===== src/hdl/scsg_pkg.sv =====
// ----------------------------------------------------------------------------
// scsg_pkg
// Types, codes and sizes shared by the s-curve step period generator.
// ----------------------------------------------------------------------------
package scsg_pkg;

    localparam int TABLE_ROWS = 256;
    localparam int ROW_W      = $clog2(TABLE_ROWS);
    localparam int ROWS_W     = $clog2(TABLE_ROWS + 1);
    localparam int RU_W       = (ROWS_W > 9) ? ROWS_W : 9;

    localparam int PER_W = 16;
    localparam int REP_W = 16;
    localparam int RAM_W = PER_W + REP_W;

    localparam int QDEPTH = 4;
    localparam int QPTR_W = $clog2(QDEPTH);
    localparam int QCNT_W = $clog2(QDEPTH + 1);

    localparam int CFG_IDX_W  = 3;
    localparam int CFG_DATA_W = 32;

    localparam logic [CFG_IDX_W-1:0] CFG_ACCEL_PULSES  = 3'd0;
    localparam logic [CFG_IDX_W-1:0] CFG_CONST_PULSES  = 3'd1;
    localparam logic [CFG_IDX_W-1:0] CFG_TOTAL_PULSES  = 3'd2;
    localparam logic [CFG_IDX_W-1:0] CFG_CRUISE_PERIOD = 3'd3;
    localparam logic [CFG_IDX_W-1:0] CFG_ROWS_USED     = 3'd4;
    localparam logic [CFG_IDX_W-1:0] CFG_CONSTANT_ONLY = 3'd5;
    localparam logic [CFG_IDX_W-1:0] CFG_IGNORE_TOTAL  = 3'd6;
    localparam logic [CFG_IDX_W-1:0] CFG_JOG_START     = 3'd7;

    localparam logic [1:0] OP_LOAD  = 2'd0;
    localparam logic [1:0] OP_START = 2'd1;
    localparam logic [1:0] OP_PULSE = 2'd2;
    localparam logic [1:0] OP_NONE  = 2'd3;

    localparam logic [1:0] KIND_LOAD  = 2'd0;
    localparam logic [1:0] KIND_START = 2'd1;
    localparam logic [1:0] KIND_PULSE = 2'd2;
    localparam logic [1:0] KIND_SKIP  = 2'd3;

    localparam logic [1:0] SEG_ACCEL = 2'd0;
    localparam logic [1:0] SEG_CONST = 2'd1;
    localparam logic [1:0] SEG_DECEL = 2'd2;
    localparam logic [1:0] SEG_IDLE  = 2'd3;

    typedef struct packed {
        logic [1:0]       operation;
        logic [7:0]       row_index;
        logic [PER_W-1:0] row_period;
        logic [REP_W-1:0] row_repeat;
        logic             move_forward;
        logic             jog_held;
        logic             stop_request;
        logic             origin_hit;
        logic             end_hit;
    } t_in;

    typedef struct packed {
        logic [PER_W-1:0]   timer_period;
        logic               stop_motor;
        logic signed [31:0] position;
        logic [31:0]        pulses_done;
        logic [1:0]         segment;
    } t_out;

    typedef struct packed {
        logic [1:0]       kind;
        logic [7:0]       row_index;
        logic [PER_W-1:0] row_period;
        logic [REP_W-1:0] row_repeat;
        logic             move_forward;
        logic             jog_held;
        logic             stop_request;
        logic             origin_hit;
        logic             end_hit;
    } t_qent;

    typedef struct packed {
        logic full;
        logic empty;
    } t_q_status;

endpackage


===== src/hdl/scsg_front.sv =====
// ----------------------------------------------------------------------------
// scsg_front
// Input stage: takes each transaction, classifies it and hands it to the queue.
// ----------------------------------------------------------------------------
module scsg_front import scsg_pkg::*; (
    input  logic  i_clk,
    input  logic  i_rst_n,
    input  logic  i_in_valid,
    output logic  o_in_ready,
    input  t_in   i_in_data,
    input  logic  i_q_full,
    output logic  o_q_push,
    output t_qent o_q_ent
);

    logic  r_valid;
    t_qent r_ent;
    t_qent w_ent;
    logic  w_accept;

    always_comb begin
        w_ent.row_index    = i_in_data.row_index;
        w_ent.row_period   = i_in_data.row_period;
        w_ent.row_repeat   = i_in_data.row_repeat;
        w_ent.move_forward = i_in_data.move_forward;
        w_ent.jog_held     = i_in_data.jog_held;
        w_ent.stop_request = i_in_data.stop_request;
        w_ent.origin_hit   = i_in_data.origin_hit;
        w_ent.end_hit      = i_in_data.end_hit;
        unique case (i_in_data.operation)
            OP_LOAD: begin
                // rows beyond the table are dropped
                w_ent.kind = (32'(i_in_data.row_index) < TABLE_ROWS) ? KIND_LOAD : KIND_SKIP;
            end
            OP_START: w_ent.kind = KIND_START;
            OP_PULSE: w_ent.kind = KIND_PULSE;
            OP_NONE:  w_ent.kind = KIND_SKIP;
        endcase
    end

    assign o_q_push   = r_valid && !i_q_full;
    assign o_in_ready = !r_valid || !i_q_full;
    assign w_accept   = i_in_valid && o_in_ready;
    assign o_q_ent    = r_ent;

    always_ff @(posedge i_clk) begin
        if (!i_rst_n) begin
            r_valid <= 1'b0;
        end else if (w_accept) begin
            r_valid <= 1'b1;
        end else if (o_q_push) begin
            r_valid <= 1'b0;
        end
    end

    always_ff @(posedge i_clk) begin
        if (w_accept) begin
            r_ent <= w_ent;
        end
    end

endmodule


===== config.mk =====
export PLATFORM = sky130hd
export DESIGN_NAME = scsg_front
export DESIGN_NICKNAME = d
export VERILOG_FILES = /design/src/hdl/scsg_pkg.sv /design/src/hdl/scsg_front.sv
export SDC_FILE = /design/constraint.sdc
export NUM_CORES = 1
export LEC_CHECK = 0
export BUFFER_PORTS_ARGS = -buffer_cell sky130_fd_sc_hd__buf_4
export CORE_ASPECT_RATIO = 1.1
export CORE_MARGIN = 2
export CORE_UTILIZATION = 35
export DETAILED_ROUTE_END_ITERATION = 6
export GPL_ROUTABILITY_DRIVEN = 0
export GPL_TIMING_DRIVEN = 0
export PLACE_DENSITY_LB_ADDON = 0.08
export SYNTH_ARGS = -nofsm -noshare
export SYNTH_HDL_FRONTEND = slang
export SYNTH_SLANG_ARGS = --single-unit

===== constraint.sdc =====
create_clock -name i_clk -period 3.2 [get_ports i_clk]
set_clock_uncertainty 0.15 [all_clocks]
set_input_delay 0.8 -clock i_clk [delete_from_list [all_inputs] [get_ports i_clk]]
set_output_delay 0.8 -clock i_clk [all_outputs]
set_load 0.01 [all_outputs]

==> summary.md <==
| Metric | Value |
|---|---|
| Resized cells post-CTS | `0` |
| Psw | `244.3 µW` |
| Syn Area/Cell | `26.71 µm²` |
| Leakage power | `0.9997 nW` |
| Crit-path leading delay family | `buffers and inverters` |
| Count of mapped cells out of synthesis | `55` |
| Layout cells sized above 1 | `66.46%` |
| CP peak stage delay | `0.21 ns` |
| PortBufs | `97` |
| Power per Cell Area | `510.5 nW/µm²` |
| Vias/cell | `4.131` |
| Cell Area, Synth | `1469 µm²` |
| Antenna cells | `0` |
| Die Footprint | `4732 µm²` |
| Pre-CTS WS | `1.007 ns` |
| Seq/Total Area, Yosys | `97.44%` |
| Final TNS setup | `0 ns` |
| RSZ-0062 raised after global routing | `false` |
| Reg2reg start | `r_valid` |
| Vias | `880` |
| Residual DRC count | `0` |
| First-pass GRT wire length | `4298 µm` |
| Adder-cell share of the synthesized area | `0%` |
| Grt total ovfl | `0` |
| Worst hold path depth | `2` |
| CP startpoint | `i_q_full` |
| Total power | `1.208 mW` |
| Post-Place Cells | `205` |
| Power share of the clock group | `27.2%` |
| Dominant cell type by area after synthesis | `edfxtp_1` |
| Synth Area in Compound Gates | `0.3407%` |
| Worst path depth | `3` |
| Critical Setup Path Class | `in2out` |
| Multiplexer area fraction after synthesis | `0%` |
| Crit-path max FO | `3` |
| Routed Antenna Nets | `0` |
| Clock Path Buffers | `2` |
| Die outline height | `71.95 µm` |
| TritonCTS Sinks | `48` |
| Final Slew Violations | `0` |
| Fin crit period | `2.185 ns` |
| Cell mode on critical path | `buf_4` |
| Pre-antenna DRT Iters | `3` |
| NumNets Final | `211` |
| Status | `finished clean` |
| Max H-tree Level | `2` |
| Setup slack after layout | `1.015 ns` |
| Startpoint of the worst hold path | `r_valid` |
| Cell count of the worst reg-to-reg path | `3` |
| Initial antenna violation count | `0` |
| Final cell count without fillers | `213` |
| Crit path launch type | `input pin` |
| Cell Int Power | `963.4 µW` |
| Main combinational cell family by area after synthesis | `simple AND/OR/NAND/NOR gates` |
| Tightest Hold Check Type | `reg2reg` |
| Area share of the largest cell type after synthesis | `96.08%` |
| Detailed Place HPWL | `2178 µm` |
| Cts hold-fix bufs | `0` |
| Area Growth Syn to Fin | `61.07%` |
| Clk slew on worst S/H paths | `0.08 ns` |
| Worst slew margin | `67.92%` |
| Switching Share | `20.23%` |
| Clock root buffer | `clkbuf_8` |
| Placed Area | `2283 µm²` |
| Worst hold slack | `0.4030 ns` |
| Yosys Warn Count | `0` |
| Routed WL per cell | `13.41 µm` |
| Drt initial violations | `28` |
| Worst slew pin tran | `0.4812 ns` |
| Logic pwr share | `11.3%` |
| Fmax | `457.6 MHz` |
| Worst VDD drop | `0.0003446 V` |
| Sequential power share | `61.5%` |
| Hold Fails Final Rpt | `0` |
| Xor/xnor cell area share of the yosys netlist | `0%` |
| Vias in the first global route | `941` |
| Core Area | `3994 µm²` |
| Critical Path, Cell by Cell | `buf_4 -> and2b_2 -> buf_4` |
| Post-synth net total | `106` |
| CP arrival | `1.24 ns` |
| Io pins | `100` |
| Required time of the critical path | `2.25 ns` |
| Buffers and inverters on the worst path | `2` |
| Largest net degree at the start of global routing | `30` |
| Critical-path top delay cell | `and2b_2` |
| Gr usage total | `12.70%` |
| Design area | `2366 µm²` |
| Core Util, Final | `59.24%` |
| Total CTS buffers | `5` |
| Max-cap violations | `0` |
| Total Wirelength | `2856 µm` |
| Seq cells post-synth | `48` |
| Post-Synth Simple-Gate Area | `1.704%` |
| Core Rows | `24` |
| Die width | `65.77 µm` |
| Crit. End Element | `output pin` |
| # Post-CTS Setup Buffers | `0` |
| Starting Density | `36.78%` |
| Final setup vio count | `0` |
| Cell variety after synth | `8` |
| Clock Latency Late Sink | `0.28 ns` |
| CTS tree | `built` |
| Top cells by area, synth | `edfxtp_1 96%, dfxtp_1 1.4%, and2b_2 0.60%, clkbuf_1 0.51%, and2_1 0.43%` |
| Final Cycle Share | `68.30%` |
==> flip-flops by register name, summed over array words and instances, names as in the netlist <==
register	count
o_q_ent	47
r_valid	1
==> worst paths after layout <==
| path | slack, ns | to |
|---|---|---|
| worst max-delay path | 1.01 | o_q_push |
| worst min-delay path | 0.40 | r_valid |
| worst max register to register | 1.63 | o_q_ent[28] |
| worst min register to register | 0.40 | r_valid |
==> layer usage <==
| layer | global-route usage, % | routed length (µm) | vias to the layer above | share of wire [%] |
|---|---|---|---|---|
| met5 | 0 | 0 | - | 0 |
| met4 | 6.250 | 68 | 0 | 2.4 |
| met3 | 6.047 | 303 | 7 | 11 |
| met2 | 21.44 | 1500 | 58 | 53 |
| met1 | 13.16 | 983 | 394 | 34 |
| li1 | - | - | 421 | - |
==> cells in the final DEF (no fill, tap or decap) <==
master     n
buf_4     97
edfxtp_1  47
clkbuf_8   5
clkbuf_1   2
clkinv_2   2
nand2_1    1
and2_2     1
and2b_2    1
a21oi_1    1
nor2b_1    1
clkinv_1   1
buf_12     1
dfxtp_1    1
==> cells by family after synthesis <==
| family | after synthesis |
|---|---|
| buffers and inverters | 2 |
| and+or+nand+nor | 4 |
| DFF | 48 |
| AOI/OAI and AO/OA | 1 |
==> power by group through the flow <==
stage | Clock [mW] | Combinational [mW] | Sequential (mW)
after floorplan | 0 | 0.0142 | 0.778
after global placement | 0 | 0.132 | 0.758
after detailed placement | 0 | 0.139 | 0.758
after CTS | 0.345 | 0.139 | 0.743
after global routing | 0.372 | 0.146 | 0.747
final | 0.329 | 0.136 | 0.743
==> tightest hold or removal path, cell delays in order, from the launching register on <==
cell and delay (ns):
dfxtp_1 0.36, a21oi_1 0.08, nor2b_1 0.08
==> synthesized netlist by cell type <==
cell and n:
a21oi_1 1, and2_1 1, and2b_2 1, clkbuf_1 2
dfxtp_1 1, edfxtp_1 47, nand2_1 1, nor2b_1 1
==> area by class of cell <==
cell class / count / area (µm²)
Buffer: 2 / 7.507
Timing Repair Buffer: 98 / 748.2
Multi-Input combinational cell: 5 / 31.28
Sequential cell: 48 / 1431
Clock inverter: 3 / 13.76
Fill cell: 335 / 1628
Clock buffer: 5 / 68.82
Tap cell: 52 / 65.06
No activity file was read; power rests on OpenSTA's default activity.
