===== config.mk =====
export PLATFORM = sky130hd
export DESIGN_NAME = scsg_queue
export DESIGN_NICKNAME = d
export VERILOG_FILES = /design/src/hdl/scsg_pkg.sv /design/src/hdl/scsg_queue.sv
export SDC_FILE = /design/constraint.sdc
export NUM_CORES = 1
export LEC_CHECK = 0
export ABC_CLOCK_PERIOD_IN_PS = 2610
export BUFFER_PORTS_ARGS = -buffer_cell sky130_fd_sc_hd__buf_2
export CORE_UTILIZATION = 39
export DETAILED_ROUTE_END_ITERATION = 8
export PLACE_DENSITY = 0.72
export SLEW_MARGIN = 30
export SYNTH_ARGS = -nofsm -noshare
export SYNTH_HDL_FRONTEND = slang
export SYNTH_SLANG_ARGS = --single-unit

===== constraint.sdc =====
create_clock -name i_clk -period 2.61 [get_ports i_clk]
set_clock_uncertainty 0.15 [all_clocks]
set_input_delay 0.261 -clock i_clk [delete_from_list [all_inputs] [get_ports i_clk]]
set_output_delay 0.261 -clock i_clk [all_outputs]
set_load 0.05 [all_outputs]

===== src/hdl/scsg_pkg.sv =====
// ----------------------------------------------------------------------------
// scsg_pkg
// Types, codes and sizes shared by the s-curve step period generator.
// ----------------------------------------------------------------------------
package scsg_pkg;

    localparam int TABLE_ROWS = 256;
    localparam int ROW_W      = $clog2(TABLE_ROWS);
    localparam int ROWS_W     = $clog2(TABLE_ROWS + 1);
    localparam int RU_W       = (ROWS_W > 9) ? ROWS_W : 9;

    localparam int PER_W = 16;
    localparam int REP_W = 16;
    localparam int RAM_W = PER_W + REP_W;

    localparam int QDEPTH = 4;
    localparam int QPTR_W = $clog2(QDEPTH);
    localparam int QCNT_W = $clog2(QDEPTH + 1);

    localparam int CFG_IDX_W  = 3;
    localparam int CFG_DATA_W = 32;

    localparam logic [CFG_IDX_W-1:0] CFG_ACCEL_PULSES  = 3'd0;
    localparam logic [CFG_IDX_W-1:0] CFG_CONST_PULSES  = 3'd1;
    localparam logic [CFG_IDX_W-1:0] CFG_TOTAL_PULSES  = 3'd2;
    localparam logic [CFG_IDX_W-1:0] CFG_CRUISE_PERIOD = 3'd3;
    localparam logic [CFG_IDX_W-1:0] CFG_ROWS_USED     = 3'd4;
    localparam logic [CFG_IDX_W-1:0] CFG_CONSTANT_ONLY = 3'd5;
    localparam logic [CFG_IDX_W-1:0] CFG_IGNORE_TOTAL  = 3'd6;
    localparam logic [CFG_IDX_W-1:0] CFG_JOG_START     = 3'd7;

    localparam logic [1:0] OP_LOAD  = 2'd0;
    localparam logic [1:0] OP_START = 2'd1;
    localparam logic [1:0] OP_PULSE = 2'd2;
    localparam logic [1:0] OP_NONE  = 2'd3;

    localparam logic [1:0] KIND_LOAD  = 2'd0;
    localparam logic [1:0] KIND_START = 2'd1;
    localparam logic [1:0] KIND_PULSE = 2'd2;
    localparam logic [1:0] KIND_SKIP  = 2'd3;

    localparam logic [1:0] SEG_ACCEL = 2'd0;
    localparam logic [1:0] SEG_CONST = 2'd1;
    localparam logic [1:0] SEG_DECEL = 2'd2;
    localparam logic [1:0] SEG_IDLE  = 2'd3;

    typedef struct packed {
        logic [1:0]       operation;
        logic [7:0]       row_index;
        logic [PER_W-1:0] row_period;
        logic [REP_W-1:0] row_repeat;
        logic             move_forward;
        logic             jog_held;
        logic             stop_request;
        logic             origin_hit;
        logic             end_hit;
    } t_in;

    typedef struct packed {
        logic [PER_W-1:0]   timer_period;
        logic               stop_motor;
        logic signed [31:0] position;
        logic [31:0]        pulses_done;
        logic [1:0]         segment;
    } t_out;

    typedef struct packed {
        logic [1:0]       kind;
        logic [7:0]       row_index;
        logic [PER_W-1:0] row_period;
        logic [REP_W-1:0] row_repeat;
        logic             move_forward;
        logic             jog_held;
        logic             stop_request;
        logic             origin_hit;
        logic             end_hit;
    } t_qent;

    typedef struct packed {
        logic full;
        logic empty;
    } t_q_status;

endpackage


===== src/hdl/scsg_queue.sv =====
// ----------------------------------------------------------------------------
// scsg_queue
// Short register queue between the input stage and the execution stage.
// ----------------------------------------------------------------------------
module scsg_queue import scsg_pkg::*; (
    input  logic      i_clk,
    input  logic      i_rst_n,
    input  logic      i_push,
    input  t_qent     i_ent,
    input  logic      i_pop,
    output t_qent     o_head,
    output t_q_status o_status
);

    t_qent             r_mem [QDEPTH];
    logic [QPTR_W-1:0] r_wptr;
    logic [QPTR_W-1:0] r_rptr;
    logic [QCNT_W-1:0] r_cnt;
    logic              w_push;
    logic              w_pop;

    assign o_status.full  = (r_cnt == QCNT_W'(QDEPTH));
    assign o_status.empty = (r_cnt == '0);
    assign w_push = i_push && !o_status.full;
    assign w_pop  = i_pop && !o_status.empty;
    assign o_head = r_mem[r_rptr];

    always_ff @(posedge i_clk) begin
        if (!i_rst_n) begin
            r_wptr <= '0;
            r_rptr <= '0;
            r_cnt  <= '0;
        end else begin
            if (w_push) begin
                r_wptr <= (r_wptr == QPTR_W'(QDEPTH - 1)) ? '0 : r_wptr + QPTR_W'(1);
            end
            if (w_pop) begin
                r_rptr <= (r_rptr == QPTR_W'(QDEPTH - 1)) ? '0 : r_rptr + QPTR_W'(1);
            end
            if (w_push && !w_pop) begin
                r_cnt <= r_cnt + QCNT_W'(1);
            end else if (w_pop && !w_push) begin
                r_cnt <= r_cnt - QCNT_W'(1);
            end
        end
    end

    always_ff @(posedge i_clk) begin
        if (w_push) begin
            r_mem[r_wptr] <= i_ent;
        end
    end

endmodule


==> run metrics, run 1 <==
worst slew pin tran=0.497 ns; post-route antenna net violation count=0; area occupied by multi-input gates=1340 sq um; critical setup path kind=register to register; largest area contributor in the netlist=edfxtp_1; Final Critical Period=2.44 ns; Post-Synth XOR/XNOR Area=0.00241; GRT Total Usage=0.143; Tot Pwr=9.47 mW; Seq pwr share=0.420; die footprint=19200 sq um; die width=139 um; R2R depth=7; Power Density=1030 nW/um^2; wl on met1=5.31 mm; layout cells sized above 1=0.407; total negative slack=0 ns; Max VDD drop=0.517 mV; Yosys top cell area share=0.775; largest net degree at the start of global routing=32; htree depth=4; cell area after layout=9200 sq um; Fmax achieved=0.409 GHz; hold buffer count at CTS=47; global-route wire length before repair=20.1 mm; Worst setup EP type=register; Overflow after GRT=0; Slew Limit Fails=0; PortBufs=99; Root Driver=clkbuf_16; Hold Vio Cnt, Final=0; Max Buffers Root-to-Sink=2; post-CTS sizing=0; largest family of logic cells by synthesized area=multiplexers; failing checks=DRC; RSZ-0062 raised after global routing=false; Routed WL=12.8 mm; hold path cells=2; first-pass detailed-route iteration total=8; Max-Cap Viols=0; met3 WL=618 um; Synth Warn #=0; Net Sw Frac=0.340; Comb power frac=0.318; Layout Area Growth over Synthesis=26.3%; post-CTS setup buffers=0; sequential area share after synthesis=0.800; drt via density=4.88; fillcell total=1474; Std-Cell Core Area=18100 sq um; Slowest-stage cell, CP=o31ai_1; internal power=6.25 mW; CTS tree=built; clk_lat worst skew=0.43 ns; Finish-stage setup viols=0; vias in the first global route=3757; post-synthesis compound-gate area fraction=0.00412; met2 WL=6.74 mm; clock power share=0.262; FP Rows=49; Syn Nets=354; adder-cell share of the synthesized area=0.0131; Synth area leaders=edfxtp_1, mux4_2, dfxtp_1; status=finished with violations; Tcrit/Tclk final=0.936; crit path max fanout=5; Clock transition at path regs=0.07 ns; io pins=100; type of the worst min-delay path=primary input to register; simple-gate share of the synthesized area=0.0141; Synth cell types=25; post-synthesis mux area share=0.149; Cell Chain, Critical Path=o31ai_1, ha_1, inv_1, fa_1, xor2_1, or3_1, a21boi_0; relative slew slack=0.669; syn avg cell area=24.6 sq um; FF/Latch Area=5830 sq um; Net Switching=3.22 mW; Die H=139 um; Critical Path Source Type=register; Lkg Pwr=3.14 nW; CP Data Arrival Time=2.63 ns; CTS Buf Count=17; CTS Sinks=197; iteration-0 DRC count of the detailed router=188; flops & latches, synth=197; Starting Density=0.401; post-synthesis cell area=7280 sq um; max layer used=met4; post-synthesis cell count=296; slowest cell delay on critical path=0.39 ns; DRC violations left=7; GPL Wtd Cong=0.657; wire length per cell=18.2 um; Vias=3434; Final nets=520; hpwl dp=7.89 mm; initial antenna violation count=1; Worst Path Required=2.80 ns; area post-placement=8170 sq um
[critical path: cells and delay by family, from the launching register on]
| kind | cells | cell delay [ns] |
|---|---|---|
| AOI/OAI and AO/OA | 2 | 0.62 |
| xor gates and xnor gates | 1 | 0.19 |
| adders and majority gates | 2 | 0.64 |
| buffers and inverters | 1 | 0.06 |
| DFF | 1 | 0.38 |
| and+or+nand+nor | 1 | 0.32 |
[power by group through the flow]
stage          combinational [mW]  sequential [mW]  clock [mW]
6_report                     3.01             3.98        2.48
5_1_grt                      3.17             4.01        2.65
4_1_cts                      3.06             3.98        2.55
3_5_place_dp                 3.00             4.05           0
3_3_place_gp                 2.96             4.02           0
2_1_floorplan                2.37             4.00           0
[layout make-up]
type	count	area share
flip-flops and latches	197	0.634
multi-input cells	84	0.146
repair buffers	159	0.127
clock buffers	17	0.0463
well taps	229	0.0312
clock inverters	14	0.0144
inverters	3	0.00122
diodes	1	0.000272
[per-stage QoR]
step           std cells  worst slack (ns)  hold slack [ns]   util
3_5_place_dp         625             0.238            0.330  0.450
4_1_cts              703             0.180           0.0112  0.507
5_1_grt              704            0.0611           0.0208  0.507
2_1_floorplan        296           0.00890            0.210      -
3_3_place_gp         625             0.441            0.321  0.450
6_report             704             0.167           0.0376  0.507
[flip-flops by register name, indices dropped and copies added (netlist names), named ones only]
register,flops
r_cnt,3
r_rptr,2
r_wptr,2
r_mem,188
[per-layer routing]
| metal | vias to the layer above | global-route usage |
|---|---|---|
| li1 | 1570 | - |
| met1 | 1773 | 0.165 |
| met2 | 77 | 0.251 |
| met3 | 14 | 0.0432 |
| met4 | 0 | 0.0561 |
| met5 | - | 0 |
[cell usage in the layout (no fill, tap or decap), types with 4 or more instances in the layout]
cell and instances:
dfxtp_1 7, buf_2 99, clkinv_1 4, mux4_2 47, inv_6 4, nand2_1 6, buf_4 5, clkbuf_16 17
edfxtp_1 188, and2_2 4, buf_12 8, ha_1 6, dlygate4sd3_1 47
[logic make-up (layout without fill, tap and decap cells)]
| group | count (synthesis) | after routing |
|---|---|---|
| AO/OA/AOI/OAI | 5 | 5 |
| XOR/XNOR | 2 | 2 |
| adder cells (fa/ha/maj) | 7 | 7 |
| buffers and inverters | 15 | 193 |
| flip-flops | 197 | 197 |
| multiplexers | 50 | 50 |
| other | 0 | 1 |
| AND/OR/NAND/NOR | 20 | 20 |
[cell usage after synthesis]
library cell,number
buf_4,1
inv_1,3
dfxtp_1,9
nor3b_1,1
nor2b_1,2
buf_12,3
nand2_1,6
mux2i_1,3
mux4_2,47
edfxtp_1,188
o21ai_0,3
clkbuf_1,2
ha_1,6
buf_2,5
nor3_1,1
xnor2_1,1
and2_1,5
xor2_1,1
nor2_1,2
or3_1,1
a21boi_0,1
fa_1,1
buf_6,1
nand3_1,2
o31ai_1,1
[path summary, 6_finish.rpt]
path | startpoint | to | slack, ns
max | r_cnt[0]$_SDFFE_PN0P_ | r_cnt[2]$_SDFFE_PN0P_ | 0.17
min | i_rst_n | r_cnt[1]$_SDFFE_PN0P_ | 0.04
max reg2reg | r_cnt[0]$_SDFFE_PN0P_ | r_cnt[2]$_SDFFE_PN0P_ | 0.17
min reg2reg | r_wptr[1]$_SDFFE_PN0P_ | r_wptr[1]$_SDFFE_PN0P_ | 0.36
(Power assumes the default switching activity.)
==> inputs of run 2 (changes only) <==
--- a/config.mk
+++ b/config.mk
@@ -10,6 +10,7 @@
 export CORE_UTILIZATION = 39
 export DETAILED_ROUTE_END_ITERATION = 8
 export PLACE_DENSITY = 0.72
+export SETUP_SLACK_MARGIN = 0.5
 export SLEW_MARGIN = 30
 export SYNTH_ARGS = -nofsm -noshare
 export SYNTH_HDL_FRONTEND = slang
==> run metrics, run 2 (same netlist as run 1, synthesis figures left out) <==
Max VDD drop=0.507 mV; Antenna diodes=0; Overflow after GRT=0; layout cells sized above 1=0.440; Clock transition at path regs=0.07 ns; Root Driver=clkbuf_16; die footprint=19200 sq um; wl on met1=5.94 mm; crit path max fanout=6; status=finished with violations; Final nets=532; Hold EP=r_cnt[2]$_SDFFE_PN0P_; critical setup path kind=register to output port; die width=139 um; vias in the first global route=3918; io pins=100; Fmax achieved=0.445 GHz; Vias=3578; DRC violations left=6; hold path cells=2; min-delay src=i_rst_n; Lkg Pwr=3.31 nW; most frequent cells in the layout=edfxtp_1, buf_2, mux4_2, dlygate4sd3_1, buf_6; Tcrit/Tclk final=0.861; drt via density=5.00; largest net degree at the start of global routing=32; Layout Area Growth over Synthesis=32.6%; global-route wire length before repair=21.1 mm; Max-Cap Viols=0; CTS Sinks=197; fillcell total=1394; met2 WL=7.20 mm; hpwl dp=7.76 mm; Hold Vio Cnt, Final=0; Tot Pwr=10.3 mW; final worst slack=0.363 ns; total negative slack=0 ns; worst slew pin tran=0.383 ns; failing checks=DRC; Critical Path Source Type=register; Worst setup EP type=output port; GRT Total Usage=0.148; r2r startpoint=r_cnt[2]$_SDFFE_PN0P_; r2r setup slk=0.55 ns; cell area after layout=9660 sq um; RSZ-0062 raised after global routing=true; Starting Density=0.401; Std-Cell Core Area=18100 sq um; relative slew slack=0.744; number of flip-flops in the largest register=188; Max Buffers Root-to-Sink=2; largest register by flop count=r_mem; iteration-0 DRC count of the detailed router=193; htree depth=4; initial antenna violation count=0; GPL Wtd Cong=0.675; worst reg2reg path endpoint=r_cnt[2]$_SDFFE_PN0P_; Final Critical Period=2.25 ns; CP Data Arrival Time=1.84 ns; Routed WL=13.8 mm; pre-CTS setup slack=0.321 ns; first-pass detailed-route iteration total=8; CTS Buf Count=17; wire length per cell=19.3 um; FP Rows=49; type of the worst min-delay path=primary input to register; post-route antenna net violation count=0; Largest regs=r_mem: 188 flops, r_cnt: 3 flops; Die H=139 um; clk_lat worst skew=0.42 ns; Worst Path Required=2.20 ns; area post-placement=8120 sq um; most common cell after layout, fill and taps aside=edfxtp_1; Finish-stage setup viols=0; max layer used=met4; met3 WL=439 um; R2R depth=8; PortBufs=99; Power Density=1060 nW/um^2; Slew Limit Fails=0; CTS tree=built
[run 2: cell count changes in the layout (fill, tap and decap cells not counted), sizes merged]
cell,previous run,this run
diode,1,0
clkbuf,17,20
clkinv,7,6
inv,7,6
buf,112,122
clkinvlp,1,2
[run 2: cell type report]
cell class / instances / area (sq um) / area share
Clock buffer: 18 / 429 / 0.0444
Clock inverter: 13 / 131 / 0.0136
Inverter: 3 / 11.3 / 0.00117
Multi-Input combinational cell: 84 / 1390 / 0.144
Sequential cell: 197 / 5840 / 0.605
Tap cell: 229 / 287 / 0.0297
Timing Repair Buffer: 171 / 1570 / 0.163
[run 2: timing repair]
action,in CTS,in global routing
hold buffers,47,0
setup endpoints to repair,48,79
resized for setup,85,9
buffers inserted,7,0
hold endpoints to repair,188,0
pin swaps,5,2
cloned,3,2
[run 2: worst max-delay path, stage by stage, from the launching register on]
cell       delay (ns)
dfxtp_4          0.40
buf_12           0.15
clkbuf_16        0.17
mux4_2           0.52
buf_6            0.17
[run 2: worst max-delay path by stage]
stage / from / end / slack (ns) / cells past startpoint
floorplan: r_cnt[0]$_SDFFE_PN0P_ / r_cnt[2]$_SDFFE_PN0P_ / 0.38 / 9
global placement: r_cnt[1]$_SDFFE_PN0P_ / r_cnt[2]$_SDFFE_PN0P_ / 0.43 / 7
detailed placement: r_cnt[1]$_SDFFE_PN0P_ / r_cnt[2]$_SDFFE_PN0P_ / 0.32 / 7
CTS: register / o_head[41] / 0.33 / 4
global route: register / o_head[34] / 0.32 / 4
finish: register / o_head[34] / 0.36 / 4
[run 2: metal layers]
metal | up-vias | track usage
met1 | 1881 | 0.184
met5 | - | 0
met2 | 80 | 0.258
met4 | 0 | 0.0567
li1 | 1600 | -
met3 | 17 | 0.0294
[run 2: power breakdown]
part           total (mW)  switching (mW)  internal, mW
clock network        2.50            1.09          1.40
registers            3.99           0.132          3.86
logic                3.79            2.19          1.60
[run 2: metrics by stage]
stage	utilization	hold WS, ns	std cells
floorplan	-	0.210	296
global placement	0.448	0.321	625
detailed placement	0.448	0.328	625
CTS	0.528	0.00335	713
global route	0.532	0.0260	715
finish	0.532	0.0302	715
